$ cat src/tttr_record_decoder_macros.svh
// Assertion macros shared by the record decoder RTL.
`ifndef TTTR_RECORD_DECODER_MACROS_SVH
`define TTTR_RECORD_DECODER_MACROS_SVH

// The consequent must hold in the same cycle as the antecedent.
`define TRD_ASSERT_SAME(label, clk, rst_n, ante, cons, msg) \
    label: assert property (@(posedge clk) disable iff (!rst_n) (ante) |-> (cons)) \
        else $error(msg);

// The consequent must hold in the cycle after the antecedent.
`define TRD_ASSERT_NEXT(label, clk, rst_n, ante, cons, msg) \
    label: assert property (@(posedge clk) disable iff (!rst_n) (ante) |=> (cons)) \
        else $error(msg);

`endif

$ cat src/trd_pkg.sv
// Types and constants shared by the record decoder modules.
package trd_pkg;

    localparam int REC_W       = 32;
    localparam int CHAN_W      = 6;
    localparam int OUT_CHAN_W  = 7;
    localparam int T2_TIME_W   = 25;
    localparam int T3_TIME_W   = 10;
    localparam int DELAY_W     = 15;
    localparam int TIME_W      = 64;
    localparam int OUT_DATA_W  = 88;
    localparam int QUEUE_DEPTH = 4;

    localparam logic [CHAN_W-1:0] OFL_CHANNEL = 6'h3F;
    localparam logic [CHAN_W-1:0] MARKER_MAX  = 6'd15;
    localparam logic [CHAN_W-1:0] SYNC_CHANNEL = 6'd0;

    typedef enum logic [1:0] {
        KIND_PHOTON = 2'd0,
        KIND_MARKER = 2'd1,
        KIND_SYNC   = 2'd2
    } t_kind;

    // One classified record as it travels from the front to the back.
    typedef struct packed {
        logic                  ovf;
        logic                  t3;
        t_kind                 kind;
        logic [OUT_CHAN_W-1:0] chan;
        logic [T2_TIME_W-1:0]  tfield;
        logic [DELAY_W-1:0]    dly;
    } t_item;

endpackage

$ cat src/trd_front.sv
// Front end: holds the mode register, accepts records and classifies them.
module trd_front
    import trd_pkg::*;
(
    input  logic             i_clk,
    input  logic             i_rst_n,
    input  logic             i_cfg_we,
    input  logic             i_cfg_wdata,
    input  logic             s_axis_tvalid,
    output logic             s_axis_tready,
    input  logic [REC_W-1:0] s_axis_tdata,
    input  logic             i_q_full,
    output logic             o_push,
    output t_item            o_item
);

    logic              r_t3_mode;
    logic              special;
    logic [CHAN_W-1:0] ch;
    logic              keep;

    always_ff @(posedge i_clk) begin
        if (!i_rst_n) begin
            r_t3_mode <= 1'b0;
        end else if (i_cfg_we) begin
            r_t3_mode <= i_cfg_wdata;
        end
    end

    always_comb begin
        special = s_axis_tdata[31];
        ch      = s_axis_tdata[30:25];
        keep    = 1'b0;
        o_item.ovf  = 1'b0;
        o_item.t3   = r_t3_mode;
        o_item.kind = KIND_PHOTON;
        o_item.chan = {1'b0, ch};
        o_item.dly  = '0;
        if (r_t3_mode) begin
            o_item.tfield = {{(T2_TIME_W-T3_TIME_W){1'b0}}, s_axis_tdata[T3_TIME_W-1:0]};
        end else begin
            o_item.tfield = s_axis_tdata[T2_TIME_W-1:0];
        end
        if (special) begin
            if (ch == OFL_CHANNEL) begin
                o_item.ovf = 1'b1;
                keep       = 1'b1;
            end else if (ch >= 6'd1 && ch <= MARKER_MAX) begin
                o_item.kind = KIND_MARKER;
                keep        = 1'b1;
            end else if (ch == SYNC_CHANNEL && !r_t3_mode) begin
                o_item.kind = KIND_SYNC;
                keep        = 1'b1;
            end
        end else begin
            o_item.chan = {1'b0, ch} + 7'd1;
            keep        = 1'b1;
            if (r_t3_mode) begin
                o_item.dly = s_axis_tdata[T3_TIME_W+DELAY_W-1:T3_TIME_W];
            end
        end
    end

    // Ignored special codes are accepted and simply not queued.
    assign s_axis_tready = !i_q_full;
    assign o_push        = s_axis_tvalid && !i_q_full && keep;

endmodule

$ cat src/trd_queue.sv
// Short queue of classified records between the front and the back.
module trd_queue
    import trd_pkg::*;
#(
    parameter int DEPTH = QUEUE_DEPTH
) (
    input  logic  i_clk,
    input  logic  i_rst_n,
    input  logic  i_push,
    input  t_item i_item,
    input  logic  i_pop,
    output logic  o_full,
    output logic  o_empty,
    output t_item o_item
);

    localparam int PTR_W = (DEPTH > 1) ? $clog2(DEPTH) : 1;
    localparam int CNT_W = $clog2(DEPTH + 1);
    localparam logic [PTR_W-1:0] LAST_PTR = PTR_W'(DEPTH - 1);
    localparam logic [CNT_W-1:0] FULL_CNT = CNT_W'(DEPTH);

    t_item            r_mem [DEPTH];
    logic [PTR_W-1:0] r_wr_ptr;
    logic [PTR_W-1:0] r_rd_ptr;
    logic [CNT_W-1:0] r_count;

    always_ff @(posedge i_clk) begin
        if (i_push) begin
            r_mem[r_wr_ptr] <= i_item;
        end
    end

    always_ff @(posedge i_clk) begin
        if (!i_rst_n) begin
            r_wr_ptr <= '0;
            r_rd_ptr <= '0;
            r_count  <= '0;
        end else begin
            if (i_push) begin
                r_wr_ptr <= (r_wr_ptr == LAST_PTR) ? '0 : r_wr_ptr + 1'b1;
            end
            if (i_pop) begin
                r_rd_ptr <= (r_rd_ptr == LAST_PTR) ? '0 : r_rd_ptr + 1'b1;
            end
            if (i_push && !i_pop) begin
                r_count <= r_count + 1'b1;
            end else if (i_pop && !i_push) begin
                r_count <= r_count - 1'b1;
            end
        end
    end

    assign o_full  = (r_count == FULL_CNT);
    assign o_empty = (r_count == '0);
    assign o_item  = r_mem[r_rd_ptr];

endmodule

$ cat src/trd_back.sv
// Back end: keeps the overflow offset and forms the corrected output beats.
module trd_back
    import trd_pkg::*;
(
    input  logic                  i_clk,
    input  logic                  i_rst_n,
    input  logic                  i_empty,
    input  t_item                 i_item,
    output logic                  o_pop,
    output logic                  m_axis_tvalid,
    input  logic                  m_axis_tready,
    output logic [OUT_DATA_W-1:0] m_axis_tdata,
    output logic [1:0]            m_axis_tuser
);

    logic [TIME_W-1:0]     r_offset;
    logic                  r_valid;
    t_kind                 r_kind;
    logic [OUT_CHAN_W-1:0] r_chan;
    logic [TIME_W-1:0]     r_time;
    logic [DELAY_W-1:0]    r_dly;
    logic [TIME_W-1:0]     ovf_add;
    logic [TIME_W-1:0]     n_offset;
    logic [TIME_W-1:0]     n_time;

    // One overflow record counts wrap periods; the period is a power of two.
    always_comb begin
        if (i_item.t3) begin
            ovf_add = {{(TIME_W-2*T3_TIME_W){1'b0}}, i_item.tfield[T3_TIME_W-1:0],
                       {T3_TIME_W{1'b0}}};
        end else begin
            ovf_add = {{(TIME_W-2*T2_TIME_W){1'b0}}, i_item.tfield, {T2_TIME_W{1'b0}}};
        end
        n_offset = r_offset + ovf_add;
        n_time   = r_offset + {{(TIME_W-T2_TIME_W){1'b0}}, i_item.tfield};
    end

    assign o_pop = !i_empty && (!r_valid || m_axis_tready);

    always_ff @(posedge i_clk) begin
        if (!i_rst_n) begin
            r_offset <= '0;
            r_valid  <= 1'b0;
        end else begin
            if (o_pop) begin
                r_valid <= !i_item.ovf;
                if (i_item.ovf) begin
                    r_offset <= n_offset;
                end
            end else if (m_axis_tready) begin
                r_valid <= 1'b0;
            end
        end
    end

    always_ff @(posedge i_clk) begin
        if (o_pop && !i_item.ovf) begin
            r_kind <= i_item.kind;
            r_chan <= i_item.chan;
            r_time <= n_time;
            r_dly  <= i_item.dly;
        end
    end

    assign m_axis_tvalid = r_valid;
    assign m_axis_tuser  = r_kind;
    assign m_axis_tdata  = {2'b00, r_dly, r_time, r_chan};

endmodule

$ cat src/tttr_record_decoder.sv
// Path: an accepted record is written into the queue, then popped into the output register.
// Throughput: one record per cycle while the queue is not full; the four-entry queue absorbs output stalls.
// Overflow records take a queue slot but produce no output beat; ignored special codes
// are accepted and dropped at the front. Input stalls only while the queue is full.
// Reset (synchronous, active low) selects T2 mode, zeroes the overflow offset,
// and empties the queue and the output register.
module tttr_record_decoder
    import trd_pkg::*;
#(
    parameter int QDEPTH = QUEUE_DEPTH
) (
    input  logic                  i_clk,
    input  logic                  i_rst_n,
    input  logic                  i_cfg_we,
    input  logic                  i_cfg_wdata,    // t3_mode
    input  logic                  s_axis_tvalid,
    output logic                  s_axis_tready,
    input  logic [REC_W-1:0]      s_axis_tdata,   // record
    output logic                  m_axis_tvalid,
    input  logic                  m_axis_tready,
    output logic [OUT_DATA_W-1:0] m_axis_tdata,   // channel[6:0], true_time[70:7],
                                                  // delay_time[85:71], zero pad
    output logic [1:0]            m_axis_tuser    // event_kind
);

`include "tttr_record_decoder_macros.svh"

    logic  q_full;
    logic  q_empty;
    logic  push;
    logic  pop;
    t_item push_item;
    t_item pop_item;

    trd_front u_front (
        .i_clk         (i_clk),
        .i_rst_n       (i_rst_n),
        .i_cfg_we      (i_cfg_we),
        .i_cfg_wdata   (i_cfg_wdata),
        .s_axis_tvalid (s_axis_tvalid),
        .s_axis_tready (s_axis_tready),
        .s_axis_tdata  (s_axis_tdata),
        .i_q_full      (q_full),
        .o_push        (push),
        .o_item        (push_item)
    );

    trd_queue #(
        .DEPTH (QDEPTH)
    ) u_queue (
        .i_clk   (i_clk),
        .i_rst_n (i_rst_n),
        .i_push  (push),
        .i_item  (push_item),
        .i_pop   (pop),
        .o_full  (q_full),
        .o_empty (q_empty),
        .o_item  (pop_item)
    );

    trd_back u_back (
        .i_clk         (i_clk),
        .i_rst_n       (i_rst_n),
        .i_empty       (q_empty),
        .i_item        (pop_item),
        .o_pop         (pop),
        .m_axis_tvalid (m_axis_tvalid),
        .m_axis_tready (m_axis_tready),
        .m_axis_tdata  (m_axis_tdata),
        .m_axis_tuser  (m_axis_tuser)
    );

    `TRD_ASSERT_SAME(a_photon_queued, i_clk, i_rst_n, s_axis_tvalid && s_axis_tready && !s_axis_tdata[31], push, "ordinary photon record was dropped")
    `TRD_ASSERT_SAME(a_no_t3_sync, i_clk, i_rst_n, push && push_item.t3, push_item.kind != KIND_SYNC, "sync event queued in T3 mode")
    `TRD_ASSERT_SAME(a_full_stalls, i_clk, i_rst_n, q_full, !s_axis_tready && !push, "record taken while the queue is full")
    `TRD_ASSERT_NEXT(a_pop_feeds_out, i_clk, i_rst_n, pop && !pop_item.ovf, m_axis_tvalid, "popped event did not reach the output register")

endmodule

$ cat config.mk
export PLATFORM = sky130hd
export DESIGN_NAME = tttr_record_decoder
export DESIGN_NICKNAME = d
export VERILOG_FILES = /design/src/trd_pkg.sv /design/src/trd_front.sv /design/src/trd_queue.sv /design/src/trd_back.sv /design/src/tttr_record_decoder.sv
export VERILOG_INCLUDE_DIRS = /design/src /design/src/src
export SDC_FILE = /design/constraint.sdc
export NUM_CORES = 1
export LEC_CHECK = 0
export ABC_CLOCK_PERIOD_IN_PS = 7750
export BUFFER_PORTS_ARGS = -buffer_cell sky130_fd_sc_hd__buf_2
export CELL_PAD_IN_SITES_DETAIL_PLACEMENT = 0
export CELL_PAD_IN_SITES_GLOBAL_PLACEMENT = 1
export CORE_ASPECT_RATIO = 0.9
export CORE_UTILIZATION = 40
export DETAILED_ROUTE_END_ITERATION = 7
export PLACE_DENSITY = 0.63
export SLEW_MARGIN = 0
export SYNTH_ARGS = -nofsm -noshare
export SYNTH_HDL_FRONTEND = slang
export SYNTH_SLANG_ARGS = --single-unit
$ cat constraint.sdc
create_clock -name i_clk -period 7.75 [get_ports i_clk]
set_input_delay 2.325 -clock i_clk [delete_from_list [all_inputs] [get_ports i_clk]]
set_output_delay 2.325 -clock i_clk [all_outputs]
set_load 0.02 [all_outputs]
Word-level counts from Yosys, hierarchy flattened
Memory sizes are Yosys's and may differ from the RTL's. A register that Yosys moved wholly into a read port is not among the register bits.
Index checks and enable logic that the tools add are counted.
Word-level totals
  output and inout port bits: 92
  logic and storage cells: 70
  bits in writable memories: 204
  input bits: 38
  register bits after elaboration: 161
  memories kept: 1
Operators by class
  equal/unequal tests: 4
  $lt $le $gt $ge: 2
  reduce and logical (&&, ||, !) cells: 21
  add/subtract/negate cells: 7
  multiplexer cells: 25
Memories
  u_queue.r_mem: words 4, width 51, rd ports 1, clocked after Yosys merged registers in 1, wr ports 1, RTL line trd_queue.sv:22  | t_item r_mem [DEPTH];
Operators by type and width (count)
  adder 64 x 25 -> 64 bit: 1
  adder 64 x 50 -> 64 bit: 1
  2-to-1 mux 50 bit: 1
  2-to-1 mux 15 bit: 2
  2-to-1 mux 25 bit: 1
  2-to-1 mux 2 bit: 8
  2-to-1 mux 1 bit: 10
  logical AND 1 bit: 8
  adder 6 x 1 -> 7 bit, second input constant: 1
  logical NOT 1 bit: 7
  2-to-1 mux 7 bit: 1
  equality test 6 bit, second input constant: 1
  greater-or-equal comparator 6 x 1 -> 1 bit, second input constant: 1
  <= comparator 6 x 4 -> 1 bit, second input constant: 1
  logical NOT 6 bit: 1
  2-to-1 mux 3 bit: 2
  adder 2 x 1 -> 2 bit, second input constant: 2
  equality test 2 bit, second input constant: 2
  nonzero test 2 bit: 2
  adder 3 x 1 -> 3 bit, second input constant: 1
  equality test 3 bit, second input constant: 1
  logical NOT 3 bit: 1
  subtractor 3 x 1 -> 3 bit, second input constant: 1
  AND reduction 2 bit: 1
  logical OR 1 bit: 1

Longest topological paths before layout
Gate-level depths: netlist of run 1.
  word-level depth: 11
  mapped depth: 16
  gate-level depth less buffers: 13

By module
A second synthesis of run 1 with hierarchy kept.
Unflattened totals
  cell total of the unflattened synthesis: 1252
  area total of the unflattened synthesis: 16827.4 um2
By module, submodules not included
  trd_back: cells an instance 861, times used 1, sequential area each 3743.6 um2, area each 8385.5 um2
  trd_queue: cells an instance 311, times used 1, sequential area each 6306.0 um2, area each 7876.3 um2
  trd_front: cells an instance 80, times used 1, sequential area each 20.0 um2, area each 565.5 um2

Worst setup path after synthesis of run 1
No wires, ideal clock.
  kind: input to register
  from: input port m_axis_tready
  to: register u_back.r_kind[0], in the netlist u_back.m_axis_tuser[0], enable pin
  cell stages on the path: 4
  required time: 7.213 ns
  path slack: 0.808 ns
  arrival: 6.405 ns
  path buffers: 0
  library setup time: 0.537 ns
  cells stage by stage: nor2b_1 nor2_1 inv_1 nor2_1
On the way
  longest elaborated chain between the ends: 3
Ends and longest elaborated chain
  start, declared: RTL line tttr_record_decoder.sv:20  | input logic m_axis_tready,
  logical OR 1 bit: RTL line trd_back.sv:38  | assign o_pop = !i_empty && (!r_valid || m_axis_tready);
  logical AND 1 bit: RTL line trd_back.sv:38
  logical AND 1 bit: RTL line trd_back.sv:57  | if (o_pop && !i_item.ovf) begin
  end signal, assigned: RTL line trd_back.sv:58  | r_kind <= i_item.kind;
  end, declared: RTL line trd_back.sv:18  | t_kind r_kind;
Every way passes these cells.
A chain may end at the register's enable or synchronous reset.

==> results of run 1 <==
through the flow:
| stage | cell area, um2 | power [W] | hold slack (ns) | utilization, % |
|---|---|---|---|---|
| after global placement | 17900 | 0.00556 | 0.468 | 43.7 |
| after CTS | 19100 | 0.00743 | 0.483 | 46.8 |
| after global routing | 19100 | 0.00777 | 0.519 | 46.8 |
| final | 19100 | 0.00732 | 0.484 | 46.8 |
| after floorplan | 16700 | 0.00475 | 0.453 | - |
| after detailed placement | 17900 | 0.00556 | 0.475 | 43.7 |
state kept, by name, summed over array words and instances, names as in the netlist, named ones only:
register,flops
u_back.r_chan,7
u_back.m_axis_tuser,2
u_back.r_dly,15
u_queue.r_rd_ptr,2
u_queue.r_mem,204
u_queue.r_wr_ptr,2
u_back.r_offset,54
u_queue.r_count,3
u_back.m_axis_tvalid,1
u_back.r_time,64
u_front.r_t3_mode,1
cells in the final DEF, fill, tap and decap left out, types with 39 or more instances in the layout:
cell         n
nand3_1     45
clkbuf_16   39
xor2_1      42
nor2b_1     50
edfxtp_1   292
a21oi_1     62
xnor2_1     44
nand2_1     85
ha_1        60
buf_2      127
dfxtp_1     63
o21ai_0     50
mux4_2      51
nor2_1      74
power by group through the flow:
| stage | sequential, W | combinational [W] | clock [W] |
|---|---|---|---|
| after floorplan | 0.00304 | 0.00171 | 0 |
| after global placement | 0.00287 | 0.00268 | 0 |
| after detailed placement | 0.00288 | 0.00268 | 0 |
| after CTS | 0.00284 | 0.00269 | 0.00189 |
| after global routing | 0.00289 | 0.00292 | 0.00196 |
| final | 0.00283 | 0.00265 | 0.00184 |
cells by family after synthesis:
family          after synthesis  share of synthesized area [%]
xor+xnor                     86                           4.51
mux                          63                           7.62
fa+ha+maj                    63                           4.86
buf+inv                      77                           1.98
other cells                   1                         0.0225
compound gates              211                           8.19
simple gates                397                           12.5
flops                       357                           60.3
final cells by class:
class	instances	area (um2)	area share (%)
inverters	29	109	0.569
repair buffers	135	696	3.64
clock buffers	51	1070	5.60
clock inverters	21	195	1.02
multi-input cells	822	6310	33.0
well taps	540	676	3.53
flip-flops and latches	357	10100	52.7
worst max path at each step:
stage / from / to / slack, ns / cells past startpoint
after floorplan: m_axis_tready / u_back.m_axis_tuser[0] / 0.81 / 4
final: register / u_back.r_time[47] / 3.08 / 11
after global placement: s_axis_tdata[25] / u_queue.r_count[2] / 2.87 / 12
after CTS: register / u_back.r_time[47] / 2.97 / 11
after detailed placement: s_axis_tdata[25] / u_queue.r_count[2] / 2.82 / 12
after global routing: register / u_back.r_offset[58] / 2.65 / 12
routing by layer:
| metal | wire, um | part of all wire (%) | GRT usage [%] |
|---|---|---|---|
| met1 | 18300 | 47 | 25.9 |
| met4 | 979 | 2.5 | 6.65 |
| met2 | 18000 | 47 | 29.8 |
| met5 | 0 | 0 | 0 |
| met3 | 1440 | 3.7 | 2.99 |
worst min-delay path: cells and delay by family, from the launching register on:
family | cells | cell delay [ns]
flip-flops | 1 | 0.33
AND/OR/NAND/NOR | 1 | 0.06
AO/OA/AOI/OAI | 1 | 0.05
==> key figures, run 1 <==
Timing
  – RSZ-0062 raised after global routing: false
  – Slew margin rel.: 24.8%
  – Fmax: 0.214 GHz
  – Clock Skew: 0.0199 ns
  – Final hold violation count: 0
  – Setup_tns: 0 ns
  – Tcrit/Tclk final: 60.3%
  – Final setup viols: 0
  – Worst Tran Pin Value: approximately 1.1 ns
  – Max Slew Vio Count: 0
  – Min cycle time layout: 4.67 ns
  – PnR worst setup slack: 3.08 ns

Pwr
  – Peak supply drop: 0.261 mV
  – Comb pwr share: between 30% and 40%
  – Sequential share of power: 38.7%
  – Internal: 0.00462 W
  – Static leakage: slightly above 7 nW
  – Clock power share: 25.1%
  – Switching part of the total: 36.9%
  – Pwr Density: 383 nW/um2
  – Psw: 0.00270 W

Critical path
  – Crit path max-delay family: compound AO/OA/AOI/OAI gates
  – Critical Path Max Stage Delay: 0.83 ns
  – Critical path buffer and inverter count: 1
  – R2R Path End: u_back.r_time[47]
  – Crit path cell chain: buf_4 -> mux4_2 -> ha_1 -> a21o_1 -> a21oi_1 -> o21ai_1 -> a21oi_1 -> o21ai_1 -> a31oi_1 -> nor4_1 -> xor2_1
  – Max FO, Critical Path: 27
  – Required @ worst endpoint: approximately 8.1 ns
  – WS Path Type: reg -> reg
  – Slowest-stage cell, CP: a31oi_1
  – Cell count of the worst reg-to-reg path: 11
  – Reg2reg setup slack: ~3.1 ns
  – CP Data Arrival Time: 4.97 ns
  – Element type at the critical path start: register
  – Critical path capture point type: register

Route
  – Vias/cell: 5.26
  – WL per Instance: 19.8 um
  – Post-DRT Antenna Nets: 0
  – Final wirelength: around 39 mm
  – Routed via count: around 10000
  – 1st-pass router iterations: 4
  – Residual DRC: 0
  – Initial DRC count: 539

Logic synthesis
  – Number of synthesized flops with an enable pin: a little under 300
  – Cell variety after synth: 76
  – Synth area leaders: edfxtp_1, dfxtp_1, mux4_2
  – Yosys warning total: 0
  – Instance count of the mapped netlist: 1255
  – Synth Register Bits: 357
  – Register area share after synthesis: 60.3%
  – Cell taking the most area after synthesis: edfxtp_1
  – Primary FF master, synth: edfxtp_1
  – Most numerous cell in the Yosys netlist: edfxtp_1
  – Syn_area_per_cell: 13.3 um2
  – Synth cell count leaders: edfxtp_1, nand2_1, nor2_1, dfxtp_1, a21oi_1
  – Top-area cell type share of the netlist area: 52.5%
  – Ys async rst share: 0%
  – Post-synthesis cell area: between 15000 and 20000 um2

Clock tree
  – Worst-path clk slew: 0.06 ns
  – CTS Buf Count: 39
  – CTS resizes: 0
  – Clock Sinks: approximately 360
  – CTS tree: yes
  – Hold-fix buffers, CTS: 0
  – Clk_lat worst skew: about 0.57 ns
  – Root buffer cell: clkbuf_16
  – Max Root-Sink Buffers: 3
  – H-tree depth: 2
  – Post-CTS Setup Bufs: 0

Die
  – Initial Utilization: 40.8%
  – DIE WIDTH: between 200 and 250 um
  – Die Y: a little under 200 um
  – I/O pin cnt: 130
  – Die Footprint: roughly 43000 um2
  – Core area: 40900 um2
  – Row cnt: 70

Placed design
  – Hpwl dp: 25.9 mm
  – Placer Congestion: 0.862
  – Dpl ws: 2.82 ns
  – IO Port Bufs: approximately 130
  – Cell count after placement: between 1500 and 2000

Cells and area
  – Final non-filler cell total: about 2000
  – Fill cell count: 3681
  – Layout cells sized above 1: 19.9%
  – Area Overhead vs Synth: 14.6%
  – Antenna fix cells: 0
  – Net count reported at finish: 1485

Global route
  – GRT overflow: 0
  – Antenna violations before repair: 0
  – Gr usage total: 18.7%
  – Largest net degree at the start of global routing: 52
  – First-pass GRT wire length: 60.6 mm
  – Number of global-route vias before repair: 10600

Min path
  – HP Class: reg -> reg
  – WHS Path Cells: 2
  – Hold EP: u_back.r_offset[10]
  – Hold path startpoint: u_back.r_offset[10]

Status
  – Outcome: finished, final reports clean

Flow run
  – Max Cap Viol: 0
Note: power is estimated with default switching activity, not from simulation.
==> inputs of run 2 (changes only) <==
ABC_CLOCK_PERIOD_IN_PS = 4700   (was 7750)
clock period = 4.7 ns   (was 7.75 ns; I/O delays follow)
==> run 2 against run 1 <==
Flip-flop and latch count stayed put. Final cell count is 0.82% higher. Setup slack lost 2.3 ns. First-iteration DRC count up 9.6%. Core utilization is 0.32 points higher. Die area unchanged. Register-to-register slack lost 2.3 ns. Maximum frequency rose by 18%. Clock skew up 0.0026 ns. Total power up 66%. Via count is 0.92% higher. Largest cell class unchanged. Largest power group unchanged.
==> key figures, run 2 (synthesized netlist as in run 1, its figures left out) <==
Die
  – Initial Utilization: 40.8%
  – Die Footprint: 42500 um2
  – DIE WIDTH: 217 um
  – Row cnt: 70
  – Die Y: 196 um
  – Core area: 40900 um2
  – I/O pin cnt: 130

Clock tree
  – Worst-path clk slew: approximately 0.06 ns
  – Clock Sinks: 357
  – CTS Buf Count: 39
  – Post-CTS Setup Bufs: 0
  – H-tree depth: 2
  – CTS tree: yes
  – Hold-fix buffers, CTS: 0
  – Root buffer cell: clkbuf_16
  – Max Root-Sink Buffers: 3
  – CTS resizes: 0
  – Clk_lat worst skew: 0.57 ns

Cells and area
  – Area Overhead vs Synth: 15.4%
  – Net count reported at finish: 1502
  – Commonest non-fill, non-tap cells in the layout: edfxtp_1, buf_2, nand2_1, nor2_1, dfxtp_1
  – Most common cell after layout, fill and taps aside: edfxtp_1
  – Post-Route Utilization: between 40% and 50%
  – Layout cells sized above 1: 20.7%
  – Max reg flops: slightly above 200
  – Antenna fix cells: 0
  – Biggest register: u_queue.r_mem
  – Biggest regs: u_queue.r_mem (204), u_back.r_time (64), u_back.r_offset (54)

Critical path
  – Critical path capture point type: register
  – Cell count of the worst reg-to-reg path: 13
  – CP Data Arrival Time: 4.25 ns
  – Critical Path Max Stage Delay: 0.58 ns
  – Required @ worst endpoint: 5.00 ns
  – Slowest-stage cell, CP: mux4_2
  – Element type at the critical path start: register
  – WS Path Type: reg -> reg
  – Crit path cell chain: buf_12 -> mux4_2 -> ha_1 -> inv_1 -> fa_1 -> nor2b_1 -> o21ai_0 -> a21boi_0 -> o21a_1 -> o221a_2 -> a21oi_4 -> nor3_1 -> xor2_1
  – Max FO, Critical Path: 32

Timing
  – Worst Tran Pin Value: 0.686 ns
  – Min cycle time layout: between 3 and 4 ns
  – Max Slew Vio Count: 0
  – Final setup viols: 0
  – Fmax: 0.253 GHz
  – RSZ-0062 raised after global routing: false
  – Clock Skew: 0.0224 ns
  – Slew margin rel.: between 50% and 60%
  – Setup_tns: 0 ns
  – Final hold violation count: 0
  – Tcrit/Tclk final: a little over four fifths

Route
  – Vias/cell: 5.27
  – Initial DRC count: roughly 600
  – WL per Instance: between 15 and 20 um
  – Residual DRC: 0
  – Routed via count: 10400
  – Final wirelength: 39.2 mm
  – Post-DRT Antenna Nets: 0
  – 1st-pass router iterations: 5

Global route
  – Met1 Track Usage GR: 25.8%
  – First-pass GRT wire length: 61.1 mm
  – Antenna violations before repair: 0
  – GR Util met3: between 3 and 4%
  – Largest net degree at the start of global routing: 49
  – Gr usage total: 18.9%
  – Top Usage Layer GRT: met2
  – GRT overflow: 0
  – Number of global-route vias before repair: 10500
  – Global Route met2 Usage: 30.5%

Pwr
  – Static leakage: around 7 nW
  – Peak supply drop: 0.405 mV
  – Pwr Density: 629 nW/um2

Placed design
  – IO Port Bufs: 127
  – Placer Congestion: 0.818
  – Hpwl dp: 26.8 mm

Flow run
  – Max Cap Viol: 0

Status
  – Outcome: finished, final reports clean

Min path
  – WHS Path Cells: 2
  – HP Class: reg -> reg
run 2: per-stage QoR:
step	total power (W)	hold slack (ns)	instances	area, um2	setup WS, ns
2_1_floorplan	0.00781	0.453	1256	16700	0.162
3_3_place_gp	0.00923	0.478	1900	18000	0.724
3_5_place_dp	0.00924	0.475	1900	18000	0.692
4_1_cts	0.0123	0.486	1971	19300	0.681
5_1_grt	0.0129	0.516	1971	19300	0.466
6_report	0.0121	0.489	1971	19300	0.751
run 2: layout make-up:
class,count,area (um2)
well taps,540,676
fillers,3691,21600
repair buffers,152,848
flip-flops and latches,357,10100
clock inverters,22,188
clock buffers,49,1060
multi-input cells,822,6310
inverters,29,109
run 2: critical path: cells and delay by family, from the launching register on:
kind                     cells  cell delay, ns
XOR/XNOR                     1            0.17
adder cells (fa/ha/maj)      2            0.44
AO/OA/AOI/OAI                5            1.56
flip-flops                   1            0.37
multiplexers                 1            0.58
buffers and inverters        2            0.34
AND/OR/NAND/NOR              2            0.19
run 2: power by group:
part | internal, W | total (W) | switching (W)
combinational | 0.00170 | 0.00454 | 0.00284
sequential | 0.00423 | 0.00458 | 0.000348
clock | 0.00173 | 0.00300 | 0.00127
total | 0.00766 | 0.0121 | 0.00446
run 2: worst paths after layout:
| kind | from | to | slack [ns] |
|---|---|---|---|
| hold reg to reg | u_back.r_offset[13] | u_back.r_offset[13] | 0.49 |
| setup reg to reg | register | u_back.r_time[60] | 0.75 |
| setup / recovery | register | u_back.r_time[60] | 0.75 |
| hold / removal | u_back.r_offset[13] | u_back.r_offset[13] | 0.49 |
run 2: per-layer routing:
layer | routed length (um) | share of wire [%]
met1 | 18200 | 46
met2 | 18500 | 47
met3 | 1730 | 4.4
met4 | 758 | 1.9
met5 | 0 | 0
==> inputs of run 3 (changes only) <==
ABC_CLOCK_PERIOD_IN_PS = 3340   (was 4700)
PLACE_DENSITY = 0.66   (was 0.63)
clock period = 3.34 ns   (was 4.7 ns; I/O delays follow)
==> run 3 against run 2 <==
The run now ends with negative setup slack left. First-iteration DRC count up 4.1%. Maximum frequency up 11%. Final area up 14%. Clock-buffer cell count unchanged. Critical path type unchanged. Largest cell class unchanged. Highest routed layer is now met5.
==> key figures, run 3 (synthesized netlist as in run 1, its figures left out) <==
Placed design
  – Hpwl dp: 28.1 mm
  – Placer Congestion: 0.921
  – Placed instance area: 19400 um2
  – IO Port Bufs: 127
  – Dpl ws: -0.295 ns

Timing
  – Final hold violation count: 0
  – Final setup viols: 35
  – Clock Skew: 0.0307 ns
  – Fmax: 0.281 GHz
  – Max Slew Vio Count: 0
  – RSZ-0062 raised after global routing: true
  – Worst Tran Pin Value: 0.586 ns
  – Slew margin rel.: 60.9%
  – Setup_tns: -3.47 ns
  – Min Hold Slack: approximately 0.50 ns
  – Tcrit/Tclk final: 106%
  – PnR worst setup slack: -0.214 ns
  – Min cycle time layout: ~3.6 ns

Critical path
  – Cell count of the worst reg-to-reg path: 15
  – R2R Path End: u_back.r_offset[56]
  – WS Path Type: reg -> reg
  – Element type at the critical path start: register
  – Critical path capture point type: register
  – Reg2reg setup slack: -0.21 ns
  – CP Data Arrival Time: 4.05 ns
  – Max FO, Critical Path: 7
  – Required @ worst endpoint: 3.83 ns
  – Setup crit end: u_back.r_offset[56]

Cells and area
  – Max reg flops: 204
  – Commonest non-fill, non-tap cells in the layout: edfxtp_1, buf_4, buf_2, nand2_1, nor2_1
  – Biggest regs: u_queue.r_mem (204), u_back.r_time (64), u_back.r_offset (54)
  – Most common cell after layout, fill and taps aside: edfxtp_1
  – Antenna fix cells: 0
  – Layout cells sized above 1: 37.8%
  – Biggest register: u_queue.r_mem
  – Net count reported at finish: ~1700
  – Final Cell Area: 22000 um2
  – Area Overhead vs Synth: 31.7%

Route
  – Residual DRC: 0
  – Initial DRC count: a little over 600
  – Routed via count: between 10000 and 15000
  – WL per Instance: 19.1 um
  – Post-DRT Antenna Nets: 0
  – 1st-pass router iterations: 4
  – Vias/cell: about 5.2
  – Final wirelength: 41.6 mm

Global route
  – GR Util met3: 3.22%
  – GRT overflow: 0
  – Top Usage Layer GRT: met2
  – Met1 Track Usage GR: 26.7%
  – Gr usage total: about 19%
  – Number of global-route vias before repair: roughly 11000
  – Antenna violations before repair: 1
  – Largest net degree at the start of global routing: 90
  – Global Route met2 Usage: 31.5%
  – First-pass GRT wire length: 63.4 mm

Pwr
  – Pwr Density: 902 nW/um2
  – Static leakage: 8.36 nW
  – Power consumption: 0.0198 W
  – Peak supply drop: 0.509 mV

Status
  – Outcome: finished with violations
  – Failing checks: negative setup slack

Die
  – DIE WIDTH: approximately 220 um
  – Initial Utilization: ~41%
  – I/O pin cnt: 130
  – Core area: between 40000 and 50000 um2
  – Row cnt: 70
  – Die Footprint: 42500 um2
  – Die Y: 196 um

Clock tree
  – H-tree depth: 2
  – Root buffer cell: clkbuf_16
  – CTS Buf Count: 40
  – Clock Sinks: approximately 360
  – Clk_lat worst skew: roughly 0.58 ns
  – CTS tree: yes
  – Worst-path clk slew: ~0.06 ns
  – Max Root-Sink Buffers: 3

Flow run
  – Max Cap Viol: 0

Min path
  – WHS Path Cells: 2
  – HP Class: reg -> reg
## run 3: cell count changes in the layout (fill, tap and decap cells not counted), moves of 14 or more
cell	previous run	this run
buf_4	23	193
ha_1	60	39
ha_4	0	19
buf_6	0	16
o21ai_0	50	35
a21oi_1	62	48
## run 3: worst max-delay path, cell delays in order (launching register included)
cell and delay, ns:
dfxtp_4 0.39, mux4_2 0.65, clkbuf_16 0.21, and2_2 0.20
ha_4 0.28, nand2_1 0.07, o21bai_2 0.20, a21oi_1 0.18
buf_4 0.15, o211ai_1 0.09, buf_4 0.16, a21boi_4 0.14
o31ai_4 0.11, buf_6 0.17, or3_1 0.30, a21oi_1 0.15
## run 3: per-stage QoR
step,instances,utilization [%]
floorplan,1256,-
global placement,2062,47.4
detailed placement,2062,47.4
CTS,2154,51.6
global route,2179,53.7
finish,2179,53.7
## run 3: timing repair
action,in CTS,in global routing
buffers inserted,17,27
cloned,1,3
resized for setup,63,130
setup endpoints to repair,80,82
hold buffers,0,0
pin swaps,22,47
## run 3: worst min-delay path by stage
stage / start / endpoint / slack [ns]
2_1_floorplan: u_back.r_offset[13] / u_back.r_offset[13] / 0.45
3_3_place_gp: u_back.r_offset[10] / u_back.r_offset[10] / 0.47
3_5_place_dp: u_back.r_offset[10] / u_back.r_offset[10] / 0.48
4_1_cts: u_back.r_offset[10] / u_back.r_offset[10] / 0.49
5_1_grt: u_back.r_offset[61] / u_back.r_offset[61] / 0.53
6_report: u_back.r_offset[61] / u_back.r_offset[61] / 0.50
## run 3: layer usage
metal | wire, um | share of wire [%]
met5 | 13 | 0.031
met3 | 1670 | 4.0
met1 | 19100 | 46
met2 | 19900 | 48
met4 | 930 | 2.2
## run 3: where the power goes
group	internal, W	switching (W)
clock network	0.00255	0.00186
registers	0.00595	0.000536
logic	0.00426	0.00468
total	0.0128	0.00707
## run 3: area by class of cell
| cell class | instances | area, um2 |
|---|---|---|
| repair buffers | 357 | 2690 |
| well taps | 540 | 676 |
| inverters | 29 | 109 |
| multi-input cells | 822 | 7110 |
| flip-flops and latches | 357 | 10100 |
| clock inverters | 25 | 279 |
| fillers | 3482 | 18900 |
| clock buffers | 49 | 1030 |
